`config.mk`:
```
export PLATFORM = sky130hd
export DESIGN_NAME = positional_ordered_list
export DESIGN_NICKNAME = d
export VERILOG_FILES = /design/src/rtl/core/pol_pkg.sv /design/src/rtl/core/pol_cell.sv /design/src/rtl/core/positional_ordered_list.sv
export VERILOG_INCLUDE_DIRS = /design/src /design/src/rtl/core
export SDC_FILE = /design/constraint.sdc
export NUM_CORES = 2
export LEC_CHECK = 0
export ABC_AREA = 0
export BUFFER_PORTS_ARGS = -buffer_cell sky130_fd_sc_hd__buf_4
export CORE_MARGIN = 2
export CORE_UTILIZATION = 35
export CTS_CLUSTER_SIZE = 40
export DETAILED_ROUTE_END_ITERATION = 6
export GPL_ROUTABILITY_DRIVEN = 0
export HOLD_SLACK_MARGIN = 0.15
export SETUP_SLACK_MARGIN = 0.15
export SLEW_MARGIN = 20
export SYNTH_ARGS = -nofsm -noshare
export SYNTH_HDL_FRONTEND = slang
export SYNTH_SLANG_ARGS = --single-unit
```
`constraint.sdc`:
```
create_clock -name clk -period 24.7 [get_ports clk]
set_clock_uncertainty 0.05 [all_clocks]
set_input_delay 6.175 -clock clk [delete_from_list [all_inputs] [get_ports clk]]
set_output_delay 6.175 -clock clk [all_outputs]
set_load 0.1 [all_outputs]
```
`src/rtl/core/positional_ordered_list_assert.svh`:
```
// Assertion macros for the positional ordered list RTL.
// Expects clk and rst in the scope of the module that uses them.
`ifndef POSITIONAL_ORDERED_LIST_ASSERT_SVH
`define POSITIONAL_ORDERED_LIST_ASSERT_SVH

`ifndef ASSERT_OFF
// Clocked check, disabled while reset is high.
`define POL_ASSERT(lbl, prop, msg) \
  lbl: assert property (@(posedge clk) disable iff (rst) prop) else $error(msg);
// Clocked check that also holds during reset.
`define POL_ASSERT_RST(lbl, prop, msg) \
  lbl: assert property (@(posedge clk) prop) else $error(msg);
`else
`define POL_ASSERT(lbl, prop, msg)
`define POL_ASSERT_RST(lbl, prop, msg)
`endif

`endif

```
`src/rtl/core/pol_pkg.sv`:
```
// Shared types, codes and sizes for the positional ordered list.
// No dependencies; used by pol_cell and positional_ordered_list.
package pol_pkg;

  localparam int CAPACITY = 16;
  localparam int CW = $clog2(CAPACITY + 1);
  localparam int IW = $clog2(CAPACITY);

  typedef logic [CW-1:0] count_t;
  typedef logic [IW-1:0] idx_t;

  localparam logic [2:0] MODE_PUSH_FRONT = 3'd0;
  localparam logic [2:0] MODE_PUSH_BACK  = 3'd1;
  localparam logic [2:0] MODE_INSERT_AT  = 3'd2;
  localparam logic [2:0] MODE_DELETE_AT  = 3'd3;
  localparam logic [2:0] MODE_DUMP       = 3'd4;

  localparam logic [1:0] ST_OK      = 2'd0;
  localparam logic [1:0] ST_EMPTY   = 2'd1;
  localparam logic [1:0] ST_BAD_POS = 2'd2;
  localparam logic [1:0] ST_FULL    = 2'd3;

  typedef struct packed {
    logic [2:0]         mode;
    logic signed [31:0] value;
    logic [7:0]         place;
  } req_t;

  typedef struct packed {
    logic [1:0]         status;
    logic signed [31:0] removed_value;
    logic [6:0]         length;
    logic signed [31:0] dump_value;
    logic               last;
  } rsp_t;

  typedef enum logic [1:0] {
    CELL_HOLD   = 2'd0,
    CELL_INSERT = 2'd1,
    CELL_DELETE = 2'd2,
    CELL_ROTATE = 2'd3
  } cell_op_e;

  // Command broadcast to every cell of the row.
  typedef struct packed {
    cell_op_e           op;
    idx_t               pos;
    count_t             cnt;
    logic signed [31:0] word;
  } cell_cmd_t;

endpackage

```
`src/rtl/core/pol_cell.sv`:
```
// One storage cell of the list row: holds one word, shifts with its neighbors.
// Depends on pol_pkg.
module pol_cell (
  input  logic                clk,
  input  pol_pkg::idx_t       index,
  input  pol_pkg::cell_cmd_t  cmd,
  input  logic signed [31:0]  left_word,
  input  logic signed [31:0]  right_word,
  output logic signed [31:0]  word
);

  pol_pkg::count_t idx_ext;
  pol_pkg::count_t idx_inc;

  assign idx_ext = pol_pkg::count_t'(index);
  assign idx_inc = idx_ext + pol_pkg::count_t'(1);

  always_ff @(posedge clk) begin
    unique case (cmd.op)
      pol_pkg::CELL_INSERT: begin
        // open a slot at pos: cells above it take their left neighbor
        if (index == cmd.pos) begin
          word <= cmd.word;
        end else if (index > cmd.pos && idx_ext <= cmd.cnt) begin
          word <= left_word;
        end
      end
      pol_pkg::CELL_DELETE: begin
        if (index >= cmd.pos && idx_inc < cmd.cnt) begin
          word <= right_word;
        end
      end
      pol_pkg::CELL_ROTATE: begin
        // head word wraps to the tail
        if (idx_inc < cmd.cnt) begin
          word <= right_word;
        end else if (idx_inc == cmd.cnt) begin
          word <= cmd.word;
        end
      end
      default: begin
        word <= word;
      end
    endcase
  end

endmodule

```
`src/rtl/core/positional_ordered_list.sv`:
```
// Positional ordered list: a row of CAPACITY shifting cells plus a count.
// Insert, delete and unused modes: a request is taken in the idle state while the
// output register is free; the result is registered and shown the cycle after
// acceptance. Dump of n entries: one beat per entry, paced by rotating the cell row one place per beat.
// Reset (rst, synchronous) empties the list and drops any pending beat;
// cell words are not cleared and are only read once written.
`include "positional_ordered_list_assert.svh"

module positional_ordered_list (
  input  logic            clk,
  input  logic            rst,
  input  logic            req_valid,
  output logic            req_ready,
  input  pol_pkg::req_t   req,
  output logic            rsp_valid,
  input  logic            rsp_ready,
  output pol_pkg::rsp_t   rsp
);

  typedef enum logic [1:0] {
    S_IDLE = 2'b01,
    S_DUMP = 2'b10
  } state_t;

  state_t             state, state_next;
  pol_pkg::count_t    count, count_next;
  pol_pkg::idx_t      dump_idx, dump_idx_next;
  pol_pkg::cell_cmd_t cmd;
  pol_pkg::rsp_t      result;
  logic               load;
  logic               out_free;
  logic               req_fire;
  logic               dump_last;
  logic               full;
  logic [7:0]         count_b;
  pol_pkg::idx_t      ins_pos;
  pol_pkg::idx_t      del_pos;
  logic signed [31:0] words [pol_pkg::CAPACITY];
  logic               over_cap;
  logic               ins_fire;
  pol_pkg::count_t    count_inc;
  logic               dump_end;
  logic               at_rest;

  // Row of cells; the ends see zero neighbors.
  for (genvar i = 0; i < pol_pkg::CAPACITY; i++) begin : g_cell
    logic signed [31:0] left_w;
    logic signed [31:0] right_w;
    if (i == 0) begin : g_head
      assign left_w = '0;
    end else begin : g_left
      assign left_w = words[i-1];
    end
    if (i == pol_pkg::CAPACITY - 1) begin : g_tail
      assign right_w = '0;
    end else begin : g_right
      assign right_w = words[i+1];
    end
    pol_cell u_cell (
      .clk        (clk),
      .index      (pol_pkg::idx_t'(i)),
      .cmd        (cmd),
      .left_word  (left_w),
      .right_word (right_w),
      .word       (words[i])
    );
  end

  // The output register frees up when empty or when its beat is taken.
  assign out_free  = !rsp_valid || rsp_ready;
  assign req_ready = (state == S_IDLE) && out_free;
  assign req_fire  = req_valid && req_ready;
  assign full      = (count == pol_pkg::count_t'(pol_pkg::CAPACITY));
  assign count_b   = 8'(count);
  assign dump_last = ((pol_pkg::count_t'(dump_idx) + pol_pkg::count_t'(1)) == count);

  // Insert slot for the positioned insert: empty list or place one goes to
  // the front, a place past the length goes to the back.
  always_comb begin
    if (count == '0 || req.place == 8'd1) begin
      ins_pos = '0;
    end else if (req.place > count_b) begin
      ins_pos = pol_pkg::idx_t'(count);
    end else begin
      ins_pos = pol_pkg::idx_t'(req.place - 8'd1);
    end
  end

  // A one-entry list loses its entry whatever the place.
  assign del_pos = (count == pol_pkg::count_t'(1)) ? '0 : pol_pkg::idx_t'(req.place - 8'd1);

  always_comb begin
    cmd           = '{op: pol_pkg::CELL_HOLD, pos: '0, cnt: count, word: req.value};
    result        = '{status: pol_pkg::ST_OK, removed_value: '0, length: '0,
                      dump_value: '0, last: 1'b1};
    count_next    = count;
    state_next    = state;
    dump_idx_next = dump_idx;
    load          = 1'b0;

    unique case (state)
      S_IDLE: begin
        if (req_fire) begin
          load = 1'b1;
          unique case (req.mode)
            pol_pkg::MODE_PUSH_FRONT, pol_pkg::MODE_PUSH_BACK: begin
              if (full) begin
                result.status = pol_pkg::ST_FULL;
              end else begin
                cmd.op     = pol_pkg::CELL_INSERT;
                cmd.pos    = (req.mode == pol_pkg::MODE_PUSH_FRONT) ? '0
                                                                   : pol_pkg::idx_t'(count);
                count_next = count + pol_pkg::count_t'(1);
              end
            end
            pol_pkg::MODE_INSERT_AT: begin
              if (full) begin
                result.status = pol_pkg::ST_FULL;
              end else if (req.place == 8'd0) begin
                result.status = pol_pkg::ST_BAD_POS;
              end else begin
                cmd.op     = pol_pkg::CELL_INSERT;
                cmd.pos    = ins_pos;
                count_next = count + pol_pkg::count_t'(1);
              end
            end
            pol_pkg::MODE_DELETE_AT: begin
              if (count == '0) begin
                result.status = pol_pkg::ST_EMPTY;
              end else if (count != pol_pkg::count_t'(1) &&
                           (req.place == 8'd0 || req.place > count_b)) begin
                result.status = pol_pkg::ST_BAD_POS;
              end else begin
                cmd.op               = pol_pkg::CELL_DELETE;
                cmd.pos              = del_pos;
                result.removed_value = words[del_pos];
                count_next           = count - pol_pkg::count_t'(1);
              end
            end
            pol_pkg::MODE_DUMP: begin
              if (count == '0) begin
                result.status = pol_pkg::ST_EMPTY;
              end else begin
                // no beat this cycle; the dump state streams the entries
                load          = 1'b0;
                state_next    = S_DUMP;
                dump_idx_next = '0;
              end
            end
            default: begin
              result.status = pol_pkg::ST_OK;
            end
          endcase
        end
      end
      S_DUMP: begin
        if (out_free) begin
          // emit the head, rotate it to the tail
          load              = 1'b1;
          result.dump_value = words[0];
          result.last       = dump_last;
          cmd.op            = pol_pkg::CELL_ROTATE;
          cmd.word          = words[0];
          if (dump_last) begin
            state_next = S_IDLE;
          end else begin
            dump_idx_next = dump_idx + pol_pkg::idx_t'(1);
          end
        end
      end
      default: begin
        state_next = S_IDLE;
      end
    endcase

    result.length = 7'(count_next);
  end

  always_ff @(posedge clk) begin
    if (rst) begin
      state     <= S_IDLE;
      count     <= '0;
      dump_idx  <= '0;
      rsp_valid <= 1'b0;
    end else begin
      state    <= state_next;
      count    <= count_next;
      dump_idx <= dump_idx_next;
      if (load) begin
        rsp_valid <= 1'b1;
      end else if (rsp_ready) begin
        rsp_valid <= 1'b0;
      end
    end
  end

  // Result payload: hold until the next beat is loaded.
  always_ff @(posedge clk) begin
    if (load) begin
      rsp <= result;
    end
  end

  // Terms for the checks below.
  assign over_cap  = (count > pol_pkg::count_t'(pol_pkg::CAPACITY));
  assign ins_fire  = req_fire && (cmd.op == pol_pkg::CELL_INSERT);
  assign count_inc = count + pol_pkg::count_t'(1);
  assign dump_end  = (state == S_DUMP) && load && dump_last;
  assign at_rest   = (count == '0) && !rsp_valid && (state == S_IDLE);

  `POL_ASSERT(a_count_bound, !over_cap, "count over capacity")
  `POL_ASSERT(a_dump_blocks, (state == S_DUMP) |-> !req_ready, "request taken during dump")
  `POL_ASSERT(a_insert_grows, ins_fire |=> (count == $past(count_inc)), "insert missed count")
  `POL_ASSERT(a_dump_ends, dump_end |=> (state == S_IDLE), "dump ran past its last beat")
  `POL_ASSERT_RST(a_reset_clears, rst |=> at_rest, "reset left state behind")

endmodule

```
==> metrics <==
result of the run=complete, no violations; Starting Density=35.2%; most frequent cells in the layout=584 x sky130_fd_sc_hd__edfxtp_1, 561 x sky130_fd_sc_hd__nand2_1, 285 x sky130_fd_sc_hd__o221ai_1; category of the worst setup path launch point=primary input; Worst Tran Pin Value=1.19 ns; crit path buf inv count=3; final count of negative-setup-slack endpoints=0; CTS-repair resized insts=0; chip height=331 um; Die Outline Area=110000 um2; number of sinks on the clock net=596; global-route wire length before repair=223000 um; diode count=0; root cell of the clock tree=sky130_fd_sc_hd__clkbuf_16; Placement Rows=120; number of enable flip-flop cells after synthesis=584; number of buffers added by the clock tree synthesis step=66; register area share after synthesis=47.4%; clock transition at the registers of the reported paths=0.06 ns; hold buffers post-CTS=0; number of pins with negative max-slew slack in the final report=0; number of global-route vias before repair=32200; DIE WIDTH=331 um; data arrival time of the critical path=7.45 ns; most used cell, CP=sky130_fd_sc_hd__buf_4; Highest Clock Rate=73.2 MHz; placeable core area=107000 um2; count of vias placed by the detailed router=34200; Post-CTS Repair Setup Buffers=0; highest metal layer with signal wires=met5; Detail Placement HPWL=85500 um; worst hold path class=reg -> reg; number of violations reported at the end of detailed-routing iteration 0=4885; post-synthesis cell type count=85; synthesized area=37500 um2; Routed WL per cell=30.3 um; routed length on met3=18600 um; shortest clock period the worst path allows after layout=13.67 ns; growth of design area from synthesis to finish=11.4%; Final Cycle Share=55.3%; top-level I/O count=123; Routed met2 length=68700 um; setup_tns=0 ns; final hold violation count=0; slowest library cell on the worst path=sky130_fd_sc_hd__buf_4; DRT Wirelength=154000 um; Net count, final=3697; Cell Chain, Critical Path=buf_4, nand2b_2, buf_4, and2_1, buf_4; number of buffers on the longest clock path=3; post-detailed-route count of antenna-violating nets=0; Gate power share=35.0%; Leakage Power=13.3 nW; count of state elements after synthesis=596; share of flip-flops with an asynchronous set or reset=0%; instance count of the mapped netlist=3754; Ys Warns=0; RSZ-0062 raised after global routing=no; tightest slew margin relative to the limit=20.1%; maximum VDD drop=85.6 uV; max-cap viol count=0; H-tree lvl count=3; worst path setup slack after routing=11.03 ns; length of the first detailed-routing pass in iterations=6; class of the most critical setup path=in -> out; leading register cell type out of synthesis=sky130_fd_sc_hd__edfxtp_1; post-route DRC violation count=0; Switch Pwr=1.57 mW; critical path's top delay family=buffers and inverters; share of cells above drive strength 1=13.4%; remaining global-route overflow=0; Via-to-Cell Ratio=6.73; gr usage total=27.1%; antenna violations before repair=2; CP Max Fanout=38; slowest cell delay on critical path=0.56 ns; number of buffers inserted by port buffering=120; sequential share of power=39.4%; power density over the cells=92.3 nW/um2; M1 wire length=57500 um; data required time of the worst path=18.48 ns; category of the worst setup path capture point=output pin; TritonCTS clock tree=done; proportion of total power due to net switching=40.6%; average size of a mapped cell=9.98 um2; largest net degree at the start of global routing=174; share of power burned in the clock network=25.6%; clock insertion delay at the later pin of the skew report=0.65 ns; internal power=2.29 mW; most common library cell in the layout ignoring fill and taps=sky130_fd_sc_hd__edfxtp_1; fill cell instance count of the final layout=10300; minimum setup slack after placement=11.07 ns
routing by layer:
layer	track usage [%]	vias to the layer above
li1	-	14500
met1	34.6	16500
met2	42.3	2571
met3	6.55	608
met4	15.1	4
met5	0	-
flip-flops by register name (all words and copies together), names as in the netlist:
register,cells
g_cell.u_cell.word,512
rsp,72
count,5
dump_idx,4
state,2
rsp_valid,1
path summary, 6_finish.rpt:
check | startpoint | cells after the start | to | slack, ns
worst max-delay path | rsp_ready | 5 | req_ready | 11.03
worst min-delay path | dump_idx[1] | 2 | dump_idx[1] | 0.46
worst max register to register | count[4] | 12 | g_cell[0].u_cell.word[25] | 18.60
worst min register to register | dump_idx[1] | 2 | dump_idx[1] | 0.46
kinds of logic after synthesis:
logic type	share of synthesized area, %
fa+ha+maj	0.534
flops	47.4
mux	8.12
buf+inv	5.15
simple gates	13.0
compound gates	25.6
other cells	0.0100
xor+xnor	0.234
Yosys cell counts, types with 71 or more instances:
cell type | instances | share of area, %
sky130_fd_sc_hd__mux2i_1 | 160 | 4.3
sky130_fd_sc_hd__nand3_1 | 137 | 1.8
sky130_fd_sc_hd__clkbuf_1 | 292 | 2.9
sky130_fd_sc_hd__a211oi_1 | 197 | 3.9
sky130_fd_sc_hd__o21ai_1 | 138 | 1.8
sky130_fd_sc_hd__o21ai_0 | 190 | 2.5
sky130_fd_sc_hd__edfxtp_1 | 584 | 47
sky130_fd_sc_hd__o211ai_1 | 71 | 1.4
sky130_fd_sc_hd__nand2_1 | 578 | 5.8
sky130_fd_sc_hd__a21oi_1 | 236 | 3.2
sky130_fd_sc_hd__o221ai_1 | 285 | 6.7
sky130_fd_sc_hd__nor2b_1 | 73 | 1.2
sky130_fd_sc_hd__nor2_1 | 165 | 1.7
power groups by stage:
stage	Clock (mW)	Sequential [mW]	Combinational, mW
floorplan	0	1.78	0.634
global placement	0	1.53	1.30
detailed placement	0	1.53	1.32
CTS	0.992	1.51	1.32
global route	1.02	1.53	1.40
finish	0.988	1.52	1.35
area by class of cell:
type	count	area, um2	area share (%)
timing repair buffer	238	1810	4.34
clock inverter	35	317	0.758
inverter	12	46.3	0.111
sequential	596	17800	42.6
tap	1403	1760	4.20
clock buffer	77	1710	4.11
multi-input combinational	2720	18300	43.9
stage by stage:
stage / hold WS, ns / std cells / power (mW) / util, % / cell area [um2]
floorplan: 0.413 / 3755 / 2.41 / - / 37500
global placement: 0.431 / 4969 / 2.83 / 37.3 / 39700
detailed placement: 0.445 / 4969 / 2.85 / 37.3 / 39700
global route: 0.503 / 5081 / 3.96 / 39.2 / 41800
CTS: 0.454 / 5081 / 3.82 / 39.2 / 41800
finish: 0.463 / 5081 / 3.85 / 39.2 / 41800
worst register-to-register path: cells and delay by family (launching register included):
| family | cells | cell delay [ns] |
|---|---|---|
| compound gates | 6 | 2.64 |
| flops | 1 | 0.81 |
| fa+ha+maj | 1 | 0.47 |
| simple gates | 3 | 0.66 |
| buf+inv | 2 | 1.11 |
(Power assumes the default switching activity.)
